===== src/design/vtf_pkg.sv =====
// Shared types, widths and codes for the visual target follow controller.
// No dependencies; every other design file refers to it by scoped names.
package vtf_pkg;

  // Field widths
  localparam int COORD_BITS    = 10;
  localparam int OP_BITS       = 2;
  localparam int AREA_BITS     = 20;
  localparam int GAIN_BITS     = 7;
  localparam int BAND_BITS     = 9;
  localparam int CMD_BITS      = 3;
  localparam int PHASE_BITS    = 2;
  localparam int PITCH_BITS    = 7;
  localparam int SCMD_BITS     = 8;
  localparam int CFG_IDX_BITS  = 3;
  localparam int CFG_DATA_BITS = AREA_BITS;

  // Stabilize hold-off
  localparam int STABILIZE_TICKS = 20;
  localparam int CNT_BITS        = $clog2(STABILIZE_TICKS + 1);

  // Datapath widths
  localparam int CMP_BITS      = COORD_BITS + 2;
  localparam int YAW_PROD_BITS = GAIN_BITS + COORD_BITS;
  localparam int DIV_BITS      = GAIN_BITS + AREA_BITS;
  localparam int DVS_BITS      = AREA_BITS;
  localparam int DIV_CNT_BITS  = $clog2(DIV_BITS + 1);

  // Saturation limit of the steering commands
  localparam logic [PITCH_BITS-1:0] CMD_LIMIT = PITCH_BITS'(100);

  // Request codes
  localparam logic [OP_BITS-1:0] OP_TICK   = 2'd0;
  localparam logic [OP_BITS-1:0] OP_START  = 2'd1;
  localparam logic [OP_BITS-1:0] OP_CANCEL = 2'd2;

  // Command codes
  localparam logic [CMD_BITS-1:0] CMD_NONE    = 3'd0;
  localparam logic [CMD_BITS-1:0] CMD_LEFT    = 3'd1;
  localparam logic [CMD_BITS-1:0] CMD_RIGHT   = 3'd2;
  localparam logic [CMD_BITS-1:0] CMD_STEER   = 3'd3;
  localparam logic [CMD_BITS-1:0] CMD_TAKEOFF = 3'd4;
  localparam logic [CMD_BITS-1:0] CMD_SILENT  = 3'd5;

  // Phase codes
  localparam logic [PHASE_BITS-1:0] PH_IDLE   = 2'd0;
  localparam logic [PHASE_BITS-1:0] PH_STAB   = 2'd1;
  localparam logic [PHASE_BITS-1:0] PH_INIT   = 2'd2;
  localparam logic [PHASE_BITS-1:0] PH_SEARCH = 2'd3;

  // Configuration register indexes
  localparam logic [CFG_IDX_BITS-1:0] REG_CENTER_X      = 3'd0;
  localparam logic [CFG_IDX_BITS-1:0] REG_HALF_SPAN     = 3'd1;
  localparam logic [CFG_IDX_BITS-1:0] REG_WIDE_BAND     = 3'd2;
  localparam logic [CFG_IDX_BITS-1:0] REG_NARROW_BAND   = 3'd3;
  localparam logic [CFG_IDX_BITS-1:0] REG_YAW_GAIN      = 3'd4;
  localparam logic [CFG_IDX_BITS-1:0] REG_SPEED_GAIN    = 3'd5;
  localparam logic [CFG_IDX_BITS-1:0] REG_VERTICAL_GAIN = 3'd6;
  localparam logic [CFG_IDX_BITS-1:0] REG_AREA_REF      = 3'd7;

  // Controller to datapath commands
  typedef struct packed {
    logic                  load;
    logic                  start_yaw;
    logic                  start_pitch;
    logic                  capture_yaw;
    logic                  write_out;
    logic [CMD_BITS-1:0]   code;
    logic                  following;
    logic [PHASE_BITS-1:0] phase;
  } dp_cmd_t;

  // Datapath to controller status
  typedef struct packed {
    logic [OP_BITS-1:0] op;
    logic               seen;
    logic               left_out;
    logic               right_out;
    logic               in_narrow;
    logic               area_zero;
    logic               div_busy;
  } dp_stat_t;

endpackage


===== src/design/vtf_if.sv =====
// Channel interfaces: input ticks, result items and configuration writes.
// Depends on vtf_pkg for field widths.
interface vtf_item_if;
  logic                            valid;
  logic                            ready;
  logic [vtf_pkg::OP_BITS-1:0]     op;
  logic                            target_seen;
  logic [vtf_pkg::COORD_BITS-1:0]  target_x;
  logic [vtf_pkg::AREA_BITS-1:0]   target_area;

  modport source (output valid, op, target_seen, target_x, target_area, input ready);
  modport sink   (input valid, op, target_seen, target_x, target_area, output ready);
endinterface

interface vtf_result_if;
  logic                                 valid;
  logic                                 ready;
  logic [vtf_pkg::CMD_BITS-1:0]         command;
  logic                                 move_flag;
  logic [vtf_pkg::PITCH_BITS-1:0]       pitch_cmd;
  logic signed [vtf_pkg::SCMD_BITS-1:0] yaw_cmd;
  logic signed [vtf_pkg::SCMD_BITS-1:0] vertical_cmd;
  logic                                 following;
  logic [vtf_pkg::PHASE_BITS-1:0]       phase;

  modport source (output valid, command, move_flag, pitch_cmd, yaw_cmd, vertical_cmd,
                  following, phase, input ready);
  modport sink   (input valid, command, move_flag, pitch_cmd, yaw_cmd, vertical_cmd,
                  following, phase, output ready);
endinterface

interface vtf_cfg_if;
  logic                                valid;
  logic                                ready;
  logic [vtf_pkg::CFG_IDX_BITS-1:0]    index;
  logic [vtf_pkg::CFG_DATA_BITS-1:0]   data;

  modport source (output valid, index, data, input ready);
  modport sink   (input valid, index, data, output ready);
endinterface


===== src/design/visual_target_follow_controller_core.sv =====
// Visual target follow controller top level; uses vtf_pkg, vtf_if, vtf_ctrl, vtf_dp.
// A tick is captured, evaluated and written to the result register. Steering ticks use the
// shared restoring divider, one quotient bit per cycle: 17 yaw bits, then 27 pitch bits
// inside the narrow band with nonzero area. One tick is in flight at a time, the next taken
// only after the last result is written; a waiting result does not block the next tick.
// Synchronous reset restores the default configuration, following off, phase idle.
module visual_target_follow_controller_core (
  input logic          clk,
  input logic          rst,
  vtf_item_if.sink     item,
  vtf_result_if.source result,
  vtf_cfg_if.sink      cfg
);

  vtf_pkg::dp_cmd_t  dp_cmd;
  vtf_pkg::dp_stat_t dp_stat;

  // Configuration writes are always taken
  assign cfg.ready = 1'b1;

  vtf_ctrl u_ctrl (
    .clk        (clk),
    .rst        (rst),
    .item_valid (item.valid),
    .item_ready (item.ready),
    .out_valid  (result.valid),
    .out_ready  (result.ready),
    .stat       (dp_stat),
    .cmd        (dp_cmd)
  );

  vtf_dp u_dp (
    .clk          (clk),
    .rst          (rst),
    .cfg_we       (cfg.valid),
    .cfg_index    (cfg.index),
    .cfg_data     (cfg.data),
    .in_op        (item.op),
    .in_seen      (item.target_seen),
    .in_x         (item.target_x),
    .in_area      (item.target_area),
    .cmd          (dp_cmd),
    .stat         (dp_stat),
    .command      (result.command),
    .move_flag    (result.move_flag),
    .pitch_cmd    (result.pitch_cmd),
    .yaw_cmd      (result.yaw_cmd),
    .vertical_cmd (result.vertical_cmd),
    .following    (result.following),
    .phase        (result.phase)
  );

  // One tick in flight: no transfer right after a transfer
  a_one_in_flight: assert property (@(posedge clk) disable iff (rst)
    item.valid && item.ready |=> !item.ready)
    else $error("input taken while a tick is in flight");

  // Takeoff reports following in stabilize
  a_takeoff_state: assert property (@(posedge clk) disable iff (rst)
    result.valid && result.command == vtf_pkg::CMD_TAKEOFF |->
      result.following && result.phase == vtf_pkg::PH_STAB)
    else $error("takeoff result with wrong state");

  // Steering only in search, with yaw inside the saturation range
  a_steer_state: assert property (@(posedge clk) disable iff (rst)
    result.valid && result.command == vtf_pkg::CMD_STEER |->
      result.following && result.phase == vtf_pkg::PH_SEARCH &&
      result.yaw_cmd <= 8'sd100 && result.yaw_cmd >= -8'sd100)
    else $error("steer result out of range or in wrong phase");

  // Non-steering results carry zero steering fields
  a_idle_fields: assert property (@(posedge clk) disable iff (rst)
    result.valid && result.command != vtf_pkg::CMD_STEER |->
      !result.move_flag && result.pitch_cmd == '0 &&
      result.yaw_cmd == '0 && result.vertical_cmd == '0)
    else $error("steering fields set on a non-steering result");

endmodule


===== src/design/vtf_dp.sv =====
// Datapath: configuration registers, input capture, band compares,
// the shared restoring divider and the result register. Depends on vtf_pkg.
module vtf_dp (
  input  logic                                 clk,
  input  logic                                 rst,
  input  logic                                 cfg_we,
  input  logic [vtf_pkg::CFG_IDX_BITS-1:0]     cfg_index,
  input  logic [vtf_pkg::CFG_DATA_BITS-1:0]    cfg_data,
  input  logic [vtf_pkg::OP_BITS-1:0]          in_op,
  input  logic                                 in_seen,
  input  logic [vtf_pkg::COORD_BITS-1:0]       in_x,
  input  logic [vtf_pkg::AREA_BITS-1:0]        in_area,
  input  vtf_pkg::dp_cmd_t                     cmd,
  output vtf_pkg::dp_stat_t                    stat,
  output logic [vtf_pkg::CMD_BITS-1:0]         command,
  output logic                                 move_flag,
  output logic [vtf_pkg::PITCH_BITS-1:0]       pitch_cmd,
  output logic signed [vtf_pkg::SCMD_BITS-1:0] yaw_cmd,
  output logic signed [vtf_pkg::SCMD_BITS-1:0] vertical_cmd,
  output logic                                 following,
  output logic [vtf_pkg::PHASE_BITS-1:0]       phase
);

  // Configuration registers
  logic [vtf_pkg::COORD_BITS-1:0] center_x;
  logic [vtf_pkg::COORD_BITS-1:0] half_span;
  logic [vtf_pkg::BAND_BITS-1:0]  wide_band;
  logic [vtf_pkg::BAND_BITS-1:0]  narrow_band;
  logic [vtf_pkg::GAIN_BITS-1:0]  yaw_gain;
  logic [vtf_pkg::GAIN_BITS-1:0]  speed_gain;
  logic [vtf_pkg::GAIN_BITS-1:0]  vertical_gain;
  logic [vtf_pkg::AREA_BITS-1:0]  area_ref;

  // Captured input
  logic [vtf_pkg::OP_BITS-1:0]    op_r;
  logic                           seen_r;
  logic [vtf_pkg::COORD_BITS-1:0] x_r;
  logic [vtf_pkg::AREA_BITS-1:0]  area_r;

  // Divider
  logic [vtf_pkg::DIV_BITS-1:0]     div_q;
  logic [vtf_pkg::DVS_BITS:0]       div_r;
  logic [vtf_pkg::DVS_BITS-1:0]     div_d;
  logic [vtf_pkg::DIV_CNT_BITS-1:0] div_cnt;
  logic [vtf_pkg::DVS_BITS:0]       rem_shift;
  logic                             rem_ge;

  // Steering values
  logic [vtf_pkg::PITCH_BITS-1:0]    yaw_mag;
  logic                              yaw_neg;
  logic [vtf_pkg::CMP_BITS-1:0]      x_ext;
  logic [vtf_pkg::CMP_BITS-1:0]      cx_ext;
  logic [vtf_pkg::CMP_BITS-1:0]      wb_ext;
  logic [vtf_pkg::CMP_BITS-1:0]      nb_ext;
  logic                              err_neg;
  logic [vtf_pkg::COORD_BITS-1:0]    err_mag;
  logic [vtf_pkg::YAW_PROD_BITS-1:0] yaw_prod;
  logic [vtf_pkg::DIV_BITS-1:0]      pitch_prod;
  logic [vtf_pkg::DVS_BITS-1:0]      yaw_divisor;
  logic [vtf_pkg::YAW_PROD_BITS-1:0] yaw_quot;
  logic [vtf_pkg::PITCH_BITS-1:0]    yaw_sat;
  logic [vtf_pkg::PITCH_BITS-1:0]    pitch_val;
  logic [vtf_pkg::SCMD_BITS-1:0]     yaw_val;
  logic [vtf_pkg::SCMD_BITS-1:0]     vert_val;

  // Write configuration registers
  always_ff @(posedge clk) begin
    if (rst) begin
      center_x      <= vtf_pkg::COORD_BITS'(300);
      half_span     <= vtf_pkg::COORD_BITS'(300);
      wide_band     <= vtf_pkg::BAND_BITS'(100);
      narrow_band   <= vtf_pkg::BAND_BITS'(60);
      yaw_gain      <= vtf_pkg::GAIN_BITS'(70);
      speed_gain    <= vtf_pkg::GAIN_BITS'(50);
      vertical_gain <= vtf_pkg::GAIN_BITS'(10);
      area_ref      <= vtf_pkg::AREA_BITS'(3600);
    end else if (cfg_we) begin
      case (cfg_index)
        vtf_pkg::REG_CENTER_X:      center_x      <= cfg_data[vtf_pkg::COORD_BITS-1:0];
        vtf_pkg::REG_HALF_SPAN:     half_span     <= cfg_data[vtf_pkg::COORD_BITS-1:0];
        vtf_pkg::REG_WIDE_BAND:     wide_band     <= cfg_data[vtf_pkg::BAND_BITS-1:0];
        vtf_pkg::REG_NARROW_BAND:   narrow_band   <= cfg_data[vtf_pkg::BAND_BITS-1:0];
        vtf_pkg::REG_YAW_GAIN:      yaw_gain      <= cfg_data[vtf_pkg::GAIN_BITS-1:0];
        vtf_pkg::REG_SPEED_GAIN:    speed_gain    <= cfg_data[vtf_pkg::GAIN_BITS-1:0];
        vtf_pkg::REG_VERTICAL_GAIN: vertical_gain <= cfg_data[vtf_pkg::GAIN_BITS-1:0];
        vtf_pkg::REG_AREA_REF:      area_ref      <= cfg_data[vtf_pkg::AREA_BITS-1:0];
        default: ;
      endcase
    end
  end

  // Capture the accepted tick
  always_ff @(posedge clk) begin
    if (cmd.load) begin
      op_r   <= in_op;
      seen_r <= in_seen;
      x_r    <= in_x;
      area_r <= in_area;
    end
  end

  // Band compares, done on non-negative sums so nothing wraps
  assign x_ext  = vtf_pkg::CMP_BITS'(x_r);
  assign cx_ext = vtf_pkg::CMP_BITS'(center_x);
  assign wb_ext = vtf_pkg::CMP_BITS'(wide_band);
  assign nb_ext = vtf_pkg::CMP_BITS'(narrow_band);

  assign stat.op        = op_r;
  assign stat.seen      = seen_r;
  assign stat.left_out  = (x_ext + wb_ext) < cx_ext;
  assign stat.right_out = x_ext > (cx_ext + wb_ext);
  assign stat.in_narrow = ((x_ext + nb_ext) > cx_ext) && (x_ext < (cx_ext + nb_ext));
  assign stat.area_zero = (area_r == '0);
  assign stat.div_busy  = (div_cnt != '0);

  // Error magnitude and dividends
  assign err_neg     = x_r < center_x;
  assign err_mag     = err_neg ? (center_x - x_r) : (x_r - center_x);
  assign yaw_prod    = vtf_pkg::YAW_PROD_BITS'(yaw_gain) *
                       vtf_pkg::YAW_PROD_BITS'(err_mag);
  assign pitch_prod  = vtf_pkg::DIV_BITS'(speed_gain) * vtf_pkg::DIV_BITS'(area_ref);
  assign yaw_divisor = (half_span == '0) ? vtf_pkg::DVS_BITS'(1)
                                         : vtf_pkg::DVS_BITS'(half_span);

  // One quotient bit per cycle
  assign rem_shift = {div_r[vtf_pkg::DVS_BITS-1:0], div_q[vtf_pkg::DIV_BITS-1]};
  assign rem_ge    = rem_shift >= {1'b0, div_d};

  always_ff @(posedge clk) begin
    if (rst) begin
      div_cnt <= '0;
    end else if (cmd.start_yaw) begin
      div_q   <= {yaw_prod, {(vtf_pkg::DIV_BITS - vtf_pkg::YAW_PROD_BITS){1'b0}}};
      div_r   <= '0;
      div_d   <= yaw_divisor;
      div_cnt <= vtf_pkg::DIV_CNT_BITS'(vtf_pkg::YAW_PROD_BITS);
    end else if (cmd.start_pitch) begin
      div_q   <= pitch_prod;
      div_r   <= '0;
      div_d   <= area_r;
      div_cnt <= vtf_pkg::DIV_CNT_BITS'(vtf_pkg::DIV_BITS);
    end else if (div_cnt != '0) begin
      div_q   <= {div_q[vtf_pkg::DIV_BITS-2:0], rem_ge};
      div_r   <= rem_ge ? (rem_shift - {1'b0, div_d}) : rem_shift;
      div_cnt <= div_cnt - 1'b1;
    end
  end

  // Saturate and hold the yaw result before the divider is reused
  assign yaw_quot = div_q[vtf_pkg::YAW_PROD_BITS-1:0];
  assign yaw_sat  = (yaw_quot > vtf_pkg::YAW_PROD_BITS'(vtf_pkg::CMD_LIMIT))
                    ? vtf_pkg::CMD_LIMIT : yaw_quot[vtf_pkg::PITCH_BITS-1:0];

  always_ff @(posedge clk) begin
    if (cmd.capture_yaw) begin
      yaw_mag <= yaw_sat;
      yaw_neg <= err_neg && (yaw_sat != '0);
    end
  end

  // Pitch: zero outside the narrow band; inside it, full gain for zero area, else capped quotient
  always_comb begin
    if (!stat.in_narrow) begin
      pitch_val = '0;
    end else if (stat.area_zero) begin
      pitch_val = speed_gain;
    end else if (div_q > vtf_pkg::DIV_BITS'(speed_gain)) begin
      pitch_val = speed_gain;
    end else begin
      pitch_val = div_q[vtf_pkg::PITCH_BITS-1:0];
    end
  end

  assign yaw_val  = yaw_neg ? (vtf_pkg::SCMD_BITS'(0) - vtf_pkg::SCMD_BITS'(yaw_mag))
                            : vtf_pkg::SCMD_BITS'(yaw_mag);
  assign vert_val = yaw_neg ? vtf_pkg::SCMD_BITS'(vertical_gain)
                            : (vtf_pkg::SCMD_BITS'(0) - vtf_pkg::SCMD_BITS'(vertical_gain));

  // Result register; steering fields are zero unless steering
  always_ff @(posedge clk) begin
    if (cmd.write_out) begin
      command   <= cmd.code;
      following <= cmd.following;
      phase     <= cmd.phase;
      if (cmd.code == vtf_pkg::CMD_STEER) begin
        move_flag    <= (pitch_val != '0);
        pitch_cmd    <= pitch_val;
        yaw_cmd      <= yaw_val;
        vertical_cmd <= vert_val;
      end else begin
        move_flag    <= 1'b0;
        pitch_cmd    <= '0;
        yaw_cmd      <= '0;
        vertical_cmd <= '0;
      end
    end
  end

endmodule


===== src/design/vtf_ctrl.sv =====
// Controller: tick sequencing, follow/phase/stabilize state and result handshake.
// Depends on vtf_pkg; drives the datapath through dp_cmd_t.
module vtf_ctrl (
  input  logic              clk,
  input  logic              rst,
  input  logic              item_valid,
  output logic              item_ready,
  output logic              out_valid,
  input  logic              out_ready,
  input  vtf_pkg::dp_stat_t stat,
  output vtf_pkg::dp_cmd_t  cmd
);

  typedef enum logic [4:0] {
    S_IDLE   = 5'b00001,
    S_EVAL   = 5'b00010,
    S_YAW    = 5'b00100,
    S_PITCH  = 5'b01000,
    S_RESULT = 5'b10000
  } state_t;

  state_t                          state, state_next;
  logic                            follow_on, follow_on_next;
  logic [vtf_pkg::PHASE_BITS-1:0]  phase_reg, phase_reg_next;
  logic [vtf_pkg::CNT_BITS-1:0]    stab_count, stab_count_next;
  logic [vtf_pkg::CMD_BITS-1:0]    res_cmd, res_cmd_next;
  logic [vtf_pkg::PHASE_BITS-1:0]  eff_phase;
  logic [vtf_pkg::CNT_BITS:0]      count_inc;

  assign item_ready = (state == S_IDLE);
  assign eff_phase  = stat.seen ? phase_reg : vtf_pkg::PH_INIT;
  assign count_inc  = {1'b0, stab_count} + 1'b1;

  // Next state and datapath commands
  always_comb begin
    state_next      = state;
    follow_on_next  = follow_on;
    phase_reg_next  = phase_reg;
    stab_count_next = stab_count;
    res_cmd_next    = res_cmd;
    cmd             = '0;
    cmd.code        = res_cmd;
    cmd.following   = follow_on;
    cmd.phase       = phase_reg;
    case (state)
      S_IDLE: begin
        if (item_valid) begin
          cmd.load   = 1'b1;
          state_next = S_EVAL;
        end
      end
      S_EVAL: begin
        state_next = S_RESULT;
        if (stat.op == vtf_pkg::OP_START) begin
          follow_on_next  = 1'b1;
          phase_reg_next  = vtf_pkg::PH_STAB;
          stab_count_next = '0;
          res_cmd_next    = vtf_pkg::CMD_TAKEOFF;
        end else if (stat.op == vtf_pkg::OP_CANCEL) begin
          follow_on_next = 1'b0;
          res_cmd_next   = vtf_pkg::CMD_SILENT;
        end else if (!follow_on) begin
          res_cmd_next = vtf_pkg::CMD_NONE;
        end else begin
          // a missing target drops back to initial search first
          phase_reg_next = eff_phase;
          case (eff_phase)
            vtf_pkg::PH_STAB: begin
              res_cmd_next = vtf_pkg::CMD_NONE;
              if (count_inc > (vtf_pkg::CNT_BITS + 1)'(vtf_pkg::STABILIZE_TICKS)) begin
                phase_reg_next  = vtf_pkg::PH_INIT;
                stab_count_next = '0;
              end else begin
                stab_count_next = count_inc[vtf_pkg::CNT_BITS-1:0];
              end
            end
            vtf_pkg::PH_INIT: begin
              if (!stat.seen) begin
                res_cmd_next = vtf_pkg::CMD_RIGHT;
              end else if (stat.left_out) begin
                res_cmd_next = vtf_pkg::CMD_LEFT;
              end else if (stat.right_out) begin
                res_cmd_next = vtf_pkg::CMD_RIGHT;
              end else begin
                phase_reg_next  = vtf_pkg::PH_SEARCH;
                stab_count_next = '0;
                res_cmd_next    = vtf_pkg::CMD_SILENT;
              end
            end
            vtf_pkg::PH_SEARCH: begin
              res_cmd_next  = vtf_pkg::CMD_STEER;
              cmd.start_yaw = 1'b1;
              state_next    = S_YAW;
            end
            default: begin
              res_cmd_next = vtf_pkg::CMD_NONE;
            end
          endcase
        end
      end
      S_YAW: begin
        if (!stat.div_busy) begin
          cmd.capture_yaw = 1'b1;
          if (stat.in_narrow && !stat.area_zero) begin
            cmd.start_pitch = 1'b1;
            state_next      = S_PITCH;
          end else begin
            state_next = S_RESULT;
          end
        end
      end
      S_PITCH: begin
        if (!stat.div_busy) begin
          state_next = S_RESULT;
        end
      end
      S_RESULT: begin
        // write once the output register is free or being drained
        if (!out_valid || out_ready) begin
          cmd.write_out = 1'b1;
          state_next    = S_IDLE;
        end
      end
      default: begin
        state_next = S_IDLE;
      end
    endcase
  end

  // Hold control state
  always_ff @(posedge clk) begin
    if (rst) begin
      state      <= S_IDLE;
      follow_on  <= 1'b0;
      phase_reg  <= vtf_pkg::PH_IDLE;
      stab_count <= '0;
      res_cmd    <= vtf_pkg::CMD_NONE;
    end else begin
      state      <= state_next;
      follow_on  <= follow_on_next;
      phase_reg  <= phase_reg_next;
      stab_count <= stab_count_next;
      res_cmd    <= res_cmd_next;
    end
  end

  // Output valid: set on write, drop on transfer
  always_ff @(posedge clk) begin
    if (rst) begin
      out_valid <= 1'b0;
    end else if (cmd.write_out) begin
      out_valid <= 1'b1;
    end else if (out_ready) begin
      out_valid <= 1'b0;
    end
  end

endmodule

===== src/flat_wrapper.sv =====
// flat-port wrapper written by rule: the top's interface ports become plain ports
module visual_target_follow_controller_core_flat 
  (clk, rst, item_valid, item_op, item_target_seen, item_target_x, item_target_area, item_ready, result_valid, result_command, result_move_flag, result_pitch_cmd, result_yaw_cmd, result_vertical_cmd, result_following, result_phase, result_ready, cfg_valid, cfg_index, cfg_data, cfg_ready);
  vtf_item_if item_i ();
  vtf_result_if result_i ();
  vtf_cfg_if cfg_i ();
  input logic clk;
  input logic rst;
  input wire logic [$bits(item_i.valid)-1:0] item_valid;
  input wire logic [$bits(item_i.op)-1:0] item_op;
  input wire logic [$bits(item_i.target_seen)-1:0] item_target_seen;
  input wire logic [$bits(item_i.target_x)-1:0] item_target_x;
  input wire logic [$bits(item_i.target_area)-1:0] item_target_area;
  output wire logic [$bits(item_i.ready)-1:0] item_ready;
  output wire logic [$bits(result_i.valid)-1:0] result_valid;
  output wire logic [$bits(result_i.command)-1:0] result_command;
  output wire logic [$bits(result_i.move_flag)-1:0] result_move_flag;
  output wire logic [$bits(result_i.pitch_cmd)-1:0] result_pitch_cmd;
  output wire logic [$bits(result_i.yaw_cmd)-1:0] result_yaw_cmd;
  output wire logic [$bits(result_i.vertical_cmd)-1:0] result_vertical_cmd;
  output wire logic [$bits(result_i.following)-1:0] result_following;
  output wire logic [$bits(result_i.phase)-1:0] result_phase;
  input wire logic [$bits(result_i.ready)-1:0] result_ready;
  input wire logic [$bits(cfg_i.valid)-1:0] cfg_valid;
  input wire logic [$bits(cfg_i.index)-1:0] cfg_index;
  input wire logic [$bits(cfg_i.data)-1:0] cfg_data;
  output wire logic [$bits(cfg_i.ready)-1:0] cfg_ready;
  assign item_i.valid = item_valid;
  assign item_i.op = item_op;
  assign item_i.target_seen = item_target_seen;
  assign item_i.target_x = item_target_x;
  assign item_i.target_area = item_target_area;
  assign item_ready = item_i.ready;
  assign result_valid = result_i.valid;
  assign result_command = result_i.command;
  assign result_move_flag = result_i.move_flag;
  assign result_pitch_cmd = result_i.pitch_cmd;
  assign result_yaw_cmd = result_i.yaw_cmd;
  assign result_vertical_cmd = result_i.vertical_cmd;
  assign result_following = result_i.following;
  assign result_phase = result_i.phase;
  assign result_i.ready = result_ready;
  assign cfg_i.valid = cfg_valid;
  assign cfg_i.index = cfg_index;
  assign cfg_i.data = cfg_data;
  assign cfg_ready = cfg_i.ready;
  visual_target_follow_controller_core u_core (.clk(clk), .rst(rst), .item(item_i), .result(result_i), .cfg(cfg_i));
endmodule

===== config.mk =====
export PLATFORM = sky130hd
export DESIGN_NAME = visual_target_follow_controller_core_flat
export DESIGN_NICKNAME = d
export VERILOG_FILES = /design/src/design/vtf_pkg.sv /design/src/design/vtf_if.sv /design/src/design/visual_target_follow_controller_core.sv /design/src/design/vtf_dp.sv /design/src/design/vtf_ctrl.sv /design/src/flat_wrapper.sv
export SDC_FILE = /design/constraint.sdc
export NUM_CORES = 1
export LEC_CHECK = 0
export BUFFER_PORTS_ARGS = -buffer_cell sky130_fd_sc_hd__buf_2
export CAP_MARGIN = 25
export CORE_AREA = 2 2 266 268
export DETAILED_ROUTE_END_ITERATION = 16
export DIE_AREA = 0 0 268 270
export MAX_ROUTING_LAYER = met4
export SETUP_SLACK_MARGIN = 0.1
export SYNTH_ARGS = -nofsm -noshare
export SYNTH_HDL_FRONTEND = slang
export SYNTH_SLANG_ARGS = --single-unit

===== constraint.sdc =====
create_clock -name clk -period 15.4 [get_ports clk]
set_input_delay 1.54 -clock clk [delete_from_list [all_inputs] [get_ports clk]]
set_output_delay 1.54 -clock clk [all_outputs]
set_load 0.03 [all_outputs]

==> results.py, run 1 <==
metrics = {
    "routing": {
        "post_drt_wl_per_cell_um": 16.6,
        "route.layer.met1.wl_mm": 27.0,
        "met2_wirelength_mm": 22.6,
        "num_vias": 15800,
        "post-route-drc-count": 0,
        "detailedRoute.firstPassIterationCount": 5,
        "total_routed_length_mm": 53.7,
        "top_layer": "met4",
        "route.detailed.vias_per_inst": 4.88,
        "drt_first_iter_violations": 981,
        "number_of_routed_nets_with_antenna_violations": 0,
        "route.met3.wl_mm": 3.20,
    },
    "synthesis": {
        "synth_edf_count": 138,
        "proportion_of_synthesized_chip_area_in_sequential_cells_pct": 29.9,
        "synth_compound_gate_area_share_pct": 13.9,
        "yosys_register_bits": 239,
        "synth-main-ff-cell": "edfxtp_1",
        "synth.net_count": 2637,
        "yosys.area_share.adder_pct": 25.9,
        "yosysWarningCount": 0,
        "synth_top_family_by_area": "adder cells",
        "post_synth_inst_count": 2230,
        "synthMuxAreaShare_pct": 2.51,
        "post_synth_and_or_nand_nor_area_fraction_pct": 17.9,
        "asyncSetResetFlopFracSynth_pct": 0,
        "synth_area_per_cell_um2": 9.25,
        "xor_and_xnor_fraction_of_the_mapped_netlist_area_pct": 4.11,
        "yosysUniqueCellTypes": 93,
        "mappedNetlistArea_mm2": 0.0206,
    },
    "timing": {
        "timing.fmax_mhz": 131,
        "fin_setup_tns_ns": 0,
        "fin_crit_sh_pct": 49.4,
        "finalCriticalPeriod_ns": 7.61,
        "max_slew_margin_pct": 22.3,
        "setup_viol_count_final": 0,
        "report.final.hold_viol_count": 0,
        "grt_setup_unrepaired": "no",
        "fin_worst_skew_ns": 0.0259,
        "finalMaxSlewViolations": 0,
        "tightest_slew_ns": 1.16,
    },
    "global_routing": {
        "tot_gr_track_use_pct": 15.4,
        "antenna_violations_before_repair": 0,
        "globalRouteOverflowTotal": 0,
        "grt_start_max_net_pins": 75,
        "first_global_vias": 15600,
        "grt_pass1_wl_mm": 86.8,
    },
    "job": {
        "max-cap-violations": 0,
    },
    "cts": {
        "cts.repair_timing.setup_buffer_count": 0,
        "cts_hold_repair.buffers": 0,
        "clkSinkCount": 239,
        "htreeDepth": 1,
        "cts-resized-gates": 0,
        "cell_chosen_for_the_clock_root": "clkbuf_16",
        "cts_made_buffers": 28,
        "worst_skew_pair.late_latency_ns": 0.59,
        "clk_transition_reported_paths_ns": 0.07,
        "max-clock-path-buffers": 3,
        "tritoncts": "built",
    },
    "setup_path": {
        "cp_top_family": "adder cells",
        "required_ns": 15.71,
        "crit_slowest_cell": "dfxtp_1",
        "critical_path_peak_fanout": 8,
        "critical_path_arrival_ns": 7.92,
        "slowest_delay_ns": 0.57,
        "worst_setup_path_start_kind": "flip-flop",
        "ff_to_ff_path_depth": 27,
        "crit_top_cell": "fa_1",
        "worst-setup-path-type": "flip-flop to flip-flop",
        "critPathBufInv": 3,
        "kind_of_capture_point_of_the_worst_setup_path": "flip-flop",
        "worst-path-stages": 27,
    },
    "min_path": {
        "cell_depth_of_the_worst_min_delay_path": 2,
        "min_path_type": "flip-flop to flip-flop",
    },
    "floorplanning": {
        "floorplan.die.width_um": 268,
        "floorplan.die_area_mm2": 0.0724,
        "placementRows": 97,
        "ioPinCount": 94,
        "core_region_area_mm2": 0.0695,
        "floorplan.initialDensity_pct": 29.7,
        "die_height_um": 270,
    },
    "cells_and_area": {
        "antenna_cells": 0,
        "final_layout_size_suffix_gt1_share_pct": 8.94,
        "area.growth.synth_to_final_pct": 12.6,
        "multi_input_area_mm2": 0.0133,
        "flip_flop_count_of_the_largest_register_all_copies_and_words_added": 27,
        "design.final.nets": 2690,
        "layout.area.seq_mm2": 0.00617,
        "regMostFlops": "u_core.u_dp.div_q",
        "final.fill_count": 7228,
    },
    "place": {
        "hpwlAfterDp_mm": 41.1,
        "place.port_buffers": 92,
        "globalplace.congestion": 0.874,
    },
    "power": {
        "power.ir.vdd_worst_v": 0.000106,
        "power_w": 0.00286,
        "static-leakage-power_nw": 10.2,
        "power.density_cell_area_mw_per_mm2": 123,
    },
    "status": {
        "status": "finished, final reports clean",
    },
}
[layer usage]
layer | GRT usage (%) | up-vias
met4 | 2.54 | 0
met3 | 2.82 | 64
li1 | - | 7732
met5 | - | -
met2 | 22.6 | 347
met1 | 22.3 | 7692
[synthesized netlist by cell type, types with 38 or more instances]
cell type    n  area [um^2]
nand2_1    303         1140
inv_1      215          807
ha_1       211         2640
edfxtp_1   138         4140
nor2_1     136          510
fa_1       135         2700
a21oi_1    134          671
dfxtp_1    101         2020
and2_1      96          601
clkbuf_1    67          251
o21ai_0     64          320
xnor2_1     64          561
mux2i_1     48          480
a21o_1      38          285
[placed cells by master (no fill, tap or decap), drive strengths merged, types with 12 or more instances in the layout]
cell,synthesis,layout
edfxtp,138,138
a21oi,137,137
nor4,15,15
buf,22,114
nor2,137,137
and2,97,97
nand3,35,35
ha,211,211
mux2i,49,49
nand3b,20,20
nor3,36,36
nor2b,35,35
o21bai,22,22
xor2,30,30
fa,135,135
clkbuf,69,31
a21o,40,40
o21ai,65,65
nand2,303,303
dfxtp,101,101
a211oi,23,23
or2,12,12
a211o,16,16
nand2b,31,31
xnor2,65,65
or3,16,16
o21a,24,24
inv,215,216
[kinds of logic (layout without fill, tap and decap cells)]
kind of cell | Yosys count | in the layout
and+or+nand+nor | 765 | 765
AOI/OAI and AO/OA | 427 | 427
buffers and inverters | 306 | 381
muxes | 51 | 51
other | 1 | 1
xor gates and xnor gates | 95 | 95
adders and majority gates | 346 | 346
DFF | 239 | 239
[path summary, 6_finish.rpt]
check / endpoint / slack (ns) / start
min reg2reg: u_core.u_dp.half_span[0] / 0.45 / u_core.u_dp.half_span[0]
max: u_core.u_dp.div_q[24] / 7.79 / u_core.u_dp.center_x[1]
max reg2reg: u_core.u_dp.div_q[24] / 7.79 / u_core.u_dp.center_x[1]
min: u_core.u_dp.half_span[0] / 0.45 / u_core.u_dp.half_span[0]
[through the flow]
stage / utilization [%] / setup slack, ns / instances / cell area (um^2) / hold WS [ns]
finish: 33.4 / 7.79 / 3245 / 23200 / 0.455
global route: 33.4 / 7.21 / 3245 / 23200 / 0.493
CTS: 33.3 / 7.77 / 3243 / 23200 / 0.457
detailed placement: 31.8 / 7.87 / 3191 / 22100 / 0.449
global placement: 31.7 / 7.88 / 3188 / 22000 / 0.443
floorplan: - / 8.34 / 2230 / 20600 / 0.430
[report_power, final]
group	switching, W	internal, W
logic	0.000679	0.000522
clock network	0.000300	0.000504
registers	0.0000685	0.000791
total	0.00105	0.00182
[area by class of cell]
cell class              instances  share of cell area (%)
well taps                     940                    5.07
inverters                     215                    3.48
repair buffers                114                    2.88
clock inverters                21                    1.70
multi-input cells            1685                    57.3
clock buffers                  31                    3.07
flip-flops and latches        239                    26.6
[worst register-to-register path, delay by kind of cell, from the launching register on]
family                   cells  cell delay (ns)
buffers and inverters        3             0.29
adder cells (fa/ha/maj)      6             2.67
flip-flops                   1             0.57
multiplexers                 1             0.20
AND/OR/NAND/NOR              5             0.68
AO/OA/AOI/OAI               10             2.57
XOR/XNOR                     2             0.33
Power figures use the tool's default switching activity.
==> inputs of run 2 (changes only) <==
clock period = 7.3 ns   (was 15.4 ns; I/O delays follow)
==> run 2 against run 1 <==
Against the previous run:
- cell count rose by 1.5%
- sequential share of layout area fell by 0.50 points
- total power rose by 110%
- clock power rose by 85%
- sequential cell count did not move
- highest routed layer unchanged
- critical path depth rose by 2
- combinational power rose by 140%
- utilization rose by 0.64 points
- final area rose by 1.9%
- clock-buffer cell count rose by 2
- global-route usage rose by 0.19 points
- register-to-register slack got worse by 7.6 ns
==> results.py, run 2 (synthesis gave the netlist of run 1 again) <==
metrics = {
    "place": {
        "place.port_buffers": 92,
        "hpwlAfterDp_mm": 41.9,
        "dp.cells": 3219,
        "globalplace.congestion": 0.865,
    },
    "routing": {
        "post-route-drc-count": 0,
        "number_of_routed_nets_with_antenna_violations": 0,
        "route.detailed.vias_per_inst": 4.84,
        "total_routed_length_mm": 55.0,
        "num_vias": 15900,
        "post_drt_wl_per_cell_um": 16.7,
        "drt_first_iter_violations": 1139,
        "detailedRoute.firstPassIterationCount": 7,
    },
    "global_routing": {
        "globalRouteOverflowTotal": 0,
        "grt_start_max_net_pins": 63,
        "antenna_violations_before_repair": 1,
        "first_global_vias": 15600,
        "grt_pass1_wl_mm": 87.5,
        "tot_gr_track_use_pct": 15.6,
    },
    "cells_and_area": {
        "flip_flop_count_of_the_largest_register_all_copies_and_words_added": 27,
        "postLayoutCoreUtil_pct": 34.0,
        "regMostFlops": "u_core.u_dp.div_q",
        "commonest_non_fill_non_tap_cell_in_the_layout": "nand2_1",
        "area.growth.synth_to_final_pct": 14.8,
        "design.final.nets": 2738,
        "final_cell_count_no_fill": 3293,
        "mostFrequentLayoutCells": "303 x nand2_1, 212 x inv_1, 205 x ha_1",
        "final_layout_size_suffix_gt1_share_pct": 12.1,
    },
    "setup_path": {
        "r2r-start": "u_core.u_dp.x_r[0]",
        "crit_slowest_cell": "fa_1",
        "kind_of_capture_point_of_the_worst_setup_path": "flip-flop",
        "slowest_delay_ns": 0.51,
        "worst-setup-path-type": "flip-flop to flip-flop",
        "worst_reg2reg_endpoint": "u_core.u_dp.div_q[24]",
        "worst_setup_path_start_kind": "flip-flop",
        "critical_path_arrival_ns": 7.41,
        "crit_top_cell": "fa_1",
        "required_ns": 7.61,
        "setup.reg_to_reg.worst_slack_ns": 0.19,
        "ff_to_ff_path_depth": 29,
        "critical_path_peak_fanout": 3,
    },
    "cts": {
        "cts_made_buffers": 28,
        "clkSinkCount": 239,
        "max-clock-path-buffers": 3,
        "htreeDepth": 1,
        "tritoncts": "built",
        "clk_transition_reported_paths_ns": 0.07,
        "cell_chosen_for_the_clock_root": "clkbuf_16",
        "worst_skew_pair.late_latency_ns": 0.58,
    },
    "timing": {
        "report.final.hold_viol_count": 0,
        "fin_worst_skew_ns": 0.0140,
        "setup_viol_count_final": 0,
        "timing.fmax_mhz": 141,
        "grt_setup_unrepaired": "yes",
        "finalMaxSlewViolations": 0,
        "fin_crit_sh_pct": 97.3,
        "fin_setup_tns_ns": 0,
        "max_slew_margin_pct": 30.1,
        "tightest_slew_ns": 1.05,
        "finalCriticalPeriod_ns": 7.11,
    },
    "power": {
        "power_w": 0.00613,
        "power.density_cell_area_mw_per_mm2": 259,
        "static-leakage-power_nw": 10.4,
        "power.ir.vdd_worst_v": 0.000275,
    },
    "floorplanning": {
        "ioPinCount": 94,
        "die_height_um": 270,
        "core_region_area_mm2": 0.0695,
        "floorplan.initialDensity_pct": 29.7,
        "floorplan.die.width_um": 268,
        "placementRows": 97,
        "floorplan.die_area_mm2": 0.0724,
    },
    "min_path": {
        "hold_path_startpoint": "item_target_x[1]",
        "cell_depth_of_the_worst_min_delay_path": 1,
        "min_path_type": "input pin to flip-flop",
        "min_delay_worst_endpoint": "u_core.u_dp.x_r[1]",
    },
    "job": {
        "max-cap-violations": 0,
    },
    "status": {
        "status": "finished, final reports clean",
    },
}
==> run 2: metal layers <==
layer | track usage (%) | wire length [um]
met5 | - | 0
met4 | 3.44 | 1150
met3 | 2.71 | 3290
met2 | 22.4 | 23200
met1 | 22.7 | 27400
==> run 2: worst max-delay path: cells and delay by family, from the launching register on <==
kind	cells	cell delay, ns
compound gates	10	2.43
xor+xnor	2	0.31
fa+ha+maj	7	2.57
buf+inv	4	0.24
flops	1	0.41
mux	1	0.18
simple gates	5	0.69
==> run 2: worst max-delay path by stage <==
stage                             from                     to  slack [ns]  depth (start not counted)
2_1_floorplan  u_core.u_dp.center_x[1]  u_core.u_dp.div_q[24]        0.24                         28
3_3_place_gp        u_core.u_dp.x_r[0]  u_core.u_dp.div_q[24]        0.07                         28
6_report            u_core.u_dp.x_r[0]  u_core.u_dp.div_q[24]        0.19                         29
3_5_place_dp        u_core.u_dp.x_r[0]  u_core.u_dp.div_q[24]       -0.12                         28
4_1_cts             u_core.u_dp.x_r[0]  u_core.u_dp.div_q[24]        0.10                         29
5_1_grt             u_core.u_dp.x_r[0]  u_core.u_dp.div_q[24]       -0.14                         29
==> run 2: through the flow <==
step	setup WS (ns)	area, um^2	hold WS (ns)
floorplan	0.239	20600	0.430
global placement	0.0749	22300	0.444
detailed placement	-0.120	22300	0.452
CTS	0.104	23300	0.303
global route	-0.140	23700	0.309
finish	0.195	23700	0.330
==> run 2: report_power, final <==
group / internal [W] / total, W / leakage [nW] / switching [W]
registers: 0.00167 / 0.00180 / 2.13 / 0.000135
logic: 0.00128 / 0.00284 / 7.78 / 0.00156
clock network: 0.000885 / 0.00149 / 0.461 / 0.000604
==> run 2: layout make-up <==
type | instances | area (um^2)
fillers | 7233 | 45900
multi-input cells | 1685 | 13500
flip-flops and latches | 239 | 6170
well taps | 940 | 1180
repair buffers | 162 | 1030
inverters | 215 | 807
clock buffers | 33 | 719
clock inverters | 18 | 243
diodes | 1 | 2.50
==> run 2: what timing repair did <==
item / CTS / global route
buffers inserted: 1 / 17
resized for setup: 7 / 39
endpoints found under the setup margin: 2 / 7
hold buffers: 0 / 0
pin swaps: 4 / 30
==> inputs of run 3 (changes only) <==
CORE_AREA = 4 4 268 270   (was 2 2 266 268)
DIE_AREA = 0 0 272 274   (was 0 0 268 270)
==> run 3 against run 2 <==
Against the previous run:
- clock skew is 0.0045 ns higher
- cell count is 0.39% lower
- via count is 0.36% lower
- final area is 0.76% lower
- combinational power is 4% lower
- critical path depth stayed put
- register-to-register slack better by 0.13 ns
- worst hold slack worse by 0.0023 ns
- critical endpoint unchanged
- worst setup slack better by 0.13 ns
- wire length is 0.28% lower
- sequential power hardly changed
- total power is 2.5% lower
==> results.py, run 3 (synthesis gave the netlist of run 1 again) <==
metrics = {
    "status": {
        "status": "finished, final reports clean",
    },
    "cells_and_area": {
        "final_layout_size_suffix_gt1_share_pct": 11.4,
        "mostFrequentLayoutCells": "303 x nand2_1, 211 x inv_1, 206 x ha_1",
        "area.growth.synth_to_final_pct": 13.9,
        "final_cell_count_no_fill": 3280,
        "fin_area_mm2": 0.0235,
        "commonest_non_fill_non_tap_cell_in_the_layout": "nand2_1",
        "regMostFlops": "u_core.u_dp.div_q",
        "design.final.nets": 2724,
        "flip_flop_count_of_the_largest_register_all_copies_and_words_added": 27,
    },
    "setup_path": {
        "worst_setup_path_start_kind": "flip-flop",
        "required_ns": 7.62,
        "critPathBufInv": 4,
        "worst-setup-path-type": "flip-flop to flip-flop",
        "cp_top_family": "adder cells",
        "crit_slowest_cell": "fa_1",
        "r2r-start": "u_core.u_dp.x_r[0]",
        "setup.reg_to_reg.worst_slack_ns": 0.32,
        "ff_to_ff_path_depth": 29,
        "critical_path_arrival_ns": 7.30,
        "kind_of_capture_point_of_the_worst_setup_path": "flip-flop",
        "critical_path_peak_fanout": 6,
        "worst_reg2reg_endpoint": "u_core.u_dp.div_q[24]",
        "slowest_delay_ns": 0.51,
    },
    "timing": {
        "fin_crit_sh_pct": 95.6,
        "grt_setup_unrepaired": "yes",
        "report.final.hold_viol_count": 0,
        "max_slew_margin_pct": 29.7,
        "timing.fmax_mhz": 143,
        "fin_worst_skew_ns": 0.0185,
        "tightest_slew_ns": 1.05,
        "timing.final.ws_setup_ns": 0.320,
        "finalCriticalPeriod_ns": 6.98,
        "setup_viol_count_final": 0,
        "finalMaxSlewViolations": 0,
    },
    "place": {
        "hpwlAfterDp_mm": 42.3,
        "dpl-instance-area_mm2": 0.0223,
        "globalplace.congestion": 0.867,
        "dp.cells": 3217,
        "place.port_buffers": 92,
        "pre_cts_slack_ns": 0.0114,
    },
    "routing": {
        "total_routed_length_mm": 54.9,
        "route.detailed.vias_per_inst": 4.84,
        "number_of_routed_nets_with_antenna_violations": 0,
        "drt_first_iter_violations": 1028,
        "detailedRoute.firstPassIterationCount": 6,
        "num_vias": 15900,
        "post-route-drc-count": 0,
        "post_drt_wl_per_cell_um": 16.7,
    },
    "floorplanning": {
        "core_region_area_mm2": 0.0695,
        "floorplan.die_area_mm2": 0.0745,
        "placementRows": 97,
        "floorplan.initialDensity_pct": 29.7,
        "floorplan.die.width_um": 272,
        "die_height_um": 274,
        "ioPinCount": 94,
    },
    "global_routing": {
        "grtUsageMet3_pct": 3.46,
        "grt.met1_usage_pct": 21.3,
        "globalRouteOverflowTotal": 0,
        "tot_gr_track_use_pct": 15.0,
        "grt_start_max_net_pins": 64,
        "first_global_vias": 15400,
        "use_met2_pct": 21.9,
        "antenna_violations_before_repair": 2,
        "global_route.peak_usage_layer": "met2",
        "grt_pass1_wl_mm": 87.4,
    },
    "cts": {
        "max-clock-path-buffers": 3,
        "cts_hold_repair.buffers": 0,
        "worst_skew_pair.late_latency_ns": 0.58,
        "cell_chosen_for_the_clock_root": "clkbuf_16",
        "cts_made_buffers": 27,
        "clkSinkCount": 239,
        "htreeDepth": 1,
        "tritoncts": "built",
        "clk_transition_reported_paths_ns": 0.07,
    },
    "min_path": {
        "hold_path_startpoint": "item_target_area[1]",
        "cell_depth_of_the_worst_min_delay_path": 1,
        "min_delay_worst_endpoint": "u_core.u_dp.area_r[1]",
        "min_path_type": "input pin to flip-flop",
    },
    "power": {
        "swShare_pct": 37.9,
        "sequentialPowerShare_pct": 30.2,
        "power.ir.vdd_worst_v": 0.000276,
        "static-leakage-power_nw": 10.3,
        "share_comb_of_total_power_pct": 45.8,
        "clock_power_share_pct": 24.0,
        "power.density_cell_area_mw_per_mm2": 255,
        "internal_power_w": 0.00372,
        "power_w": 0.00598,
        "switching_power_w": 0.00226,
    },
    "job": {
        "max-cap-violations": 0,
    },
}
[run 3: stage by stage]
stage	setup TNS (ns)	utilization, %	hold WS [ns]
floorplan	0	-	0.430
global placement	0	32.0	0.446
detailed placement	0	32.0	0.449
CTS	0	33.4	0.305
global route	-0.0563	33.8	0.306
finish	0	33.8	0.327
[run 3: power by group through the flow]
stage / logic [W] / registers (W) / clock network [W]
after global routing: 0.00309 / 0.00182 / 0.00153
after detailed placement: 0.00256 / 0.00183 / 0
after floorplan: 0.00203 / 0.00178 / 0
after global placement: 0.00255 / 0.00183 / 0
after CTS: 0.00259 / 0.00180 / 0.00147
final: 0.00274 / 0.00181 / 0.00144
[run 3: what timing repair did]
item                                   4_1_cts  5_1_grt
setup endpoints to repair                    2        7
pin swaps                                    4       21
gates resized for setup                      4       31
setup buffers                                1        8
endpoints found under the hold margin        0        0
[run 3: per-layer routing]
metal	up-vias	part of all wire (%)
met5	-	0
met4	0	2.1
met3	65	7.5
met2	363	42
met1	7649	49
li1	7811	-
[run 3: final cells by class]
cell class / count / area, um^2
fillers: 7145 / 46100
multi-input cells: 1685 / 13500
flip-flops and latches: 239 / 6170
well taps: 940 / 1180
repair buffers: 149 / 928
inverters: 215 / 807
clock buffers: 34 / 774
clock inverters: 16 / 173
diodes: 2 / 5.00
[run 3: worst max-delay path by stage]
stage,cells after the start,to,from
after floorplan,28,u_core.u_dp.div_q[24],u_core.u_dp.center_x[1]
after global placement,29,u_core.u_dp.div_q[24],u_core.u_dp.x_r[0]
after detailed placement,29,u_core.u_dp.div_q[24],u_core.u_dp.x_r[0]
after CTS,29,u_core.u_dp.div_q[24],u_core.u_dp.x_r[0]
after global routing,31,u_core.u_dp.div_q[24],u_core.u_dp.x_r[0]
final,29,u_core.u_dp.div_q[24],u_core.u_dp.x_r[0]
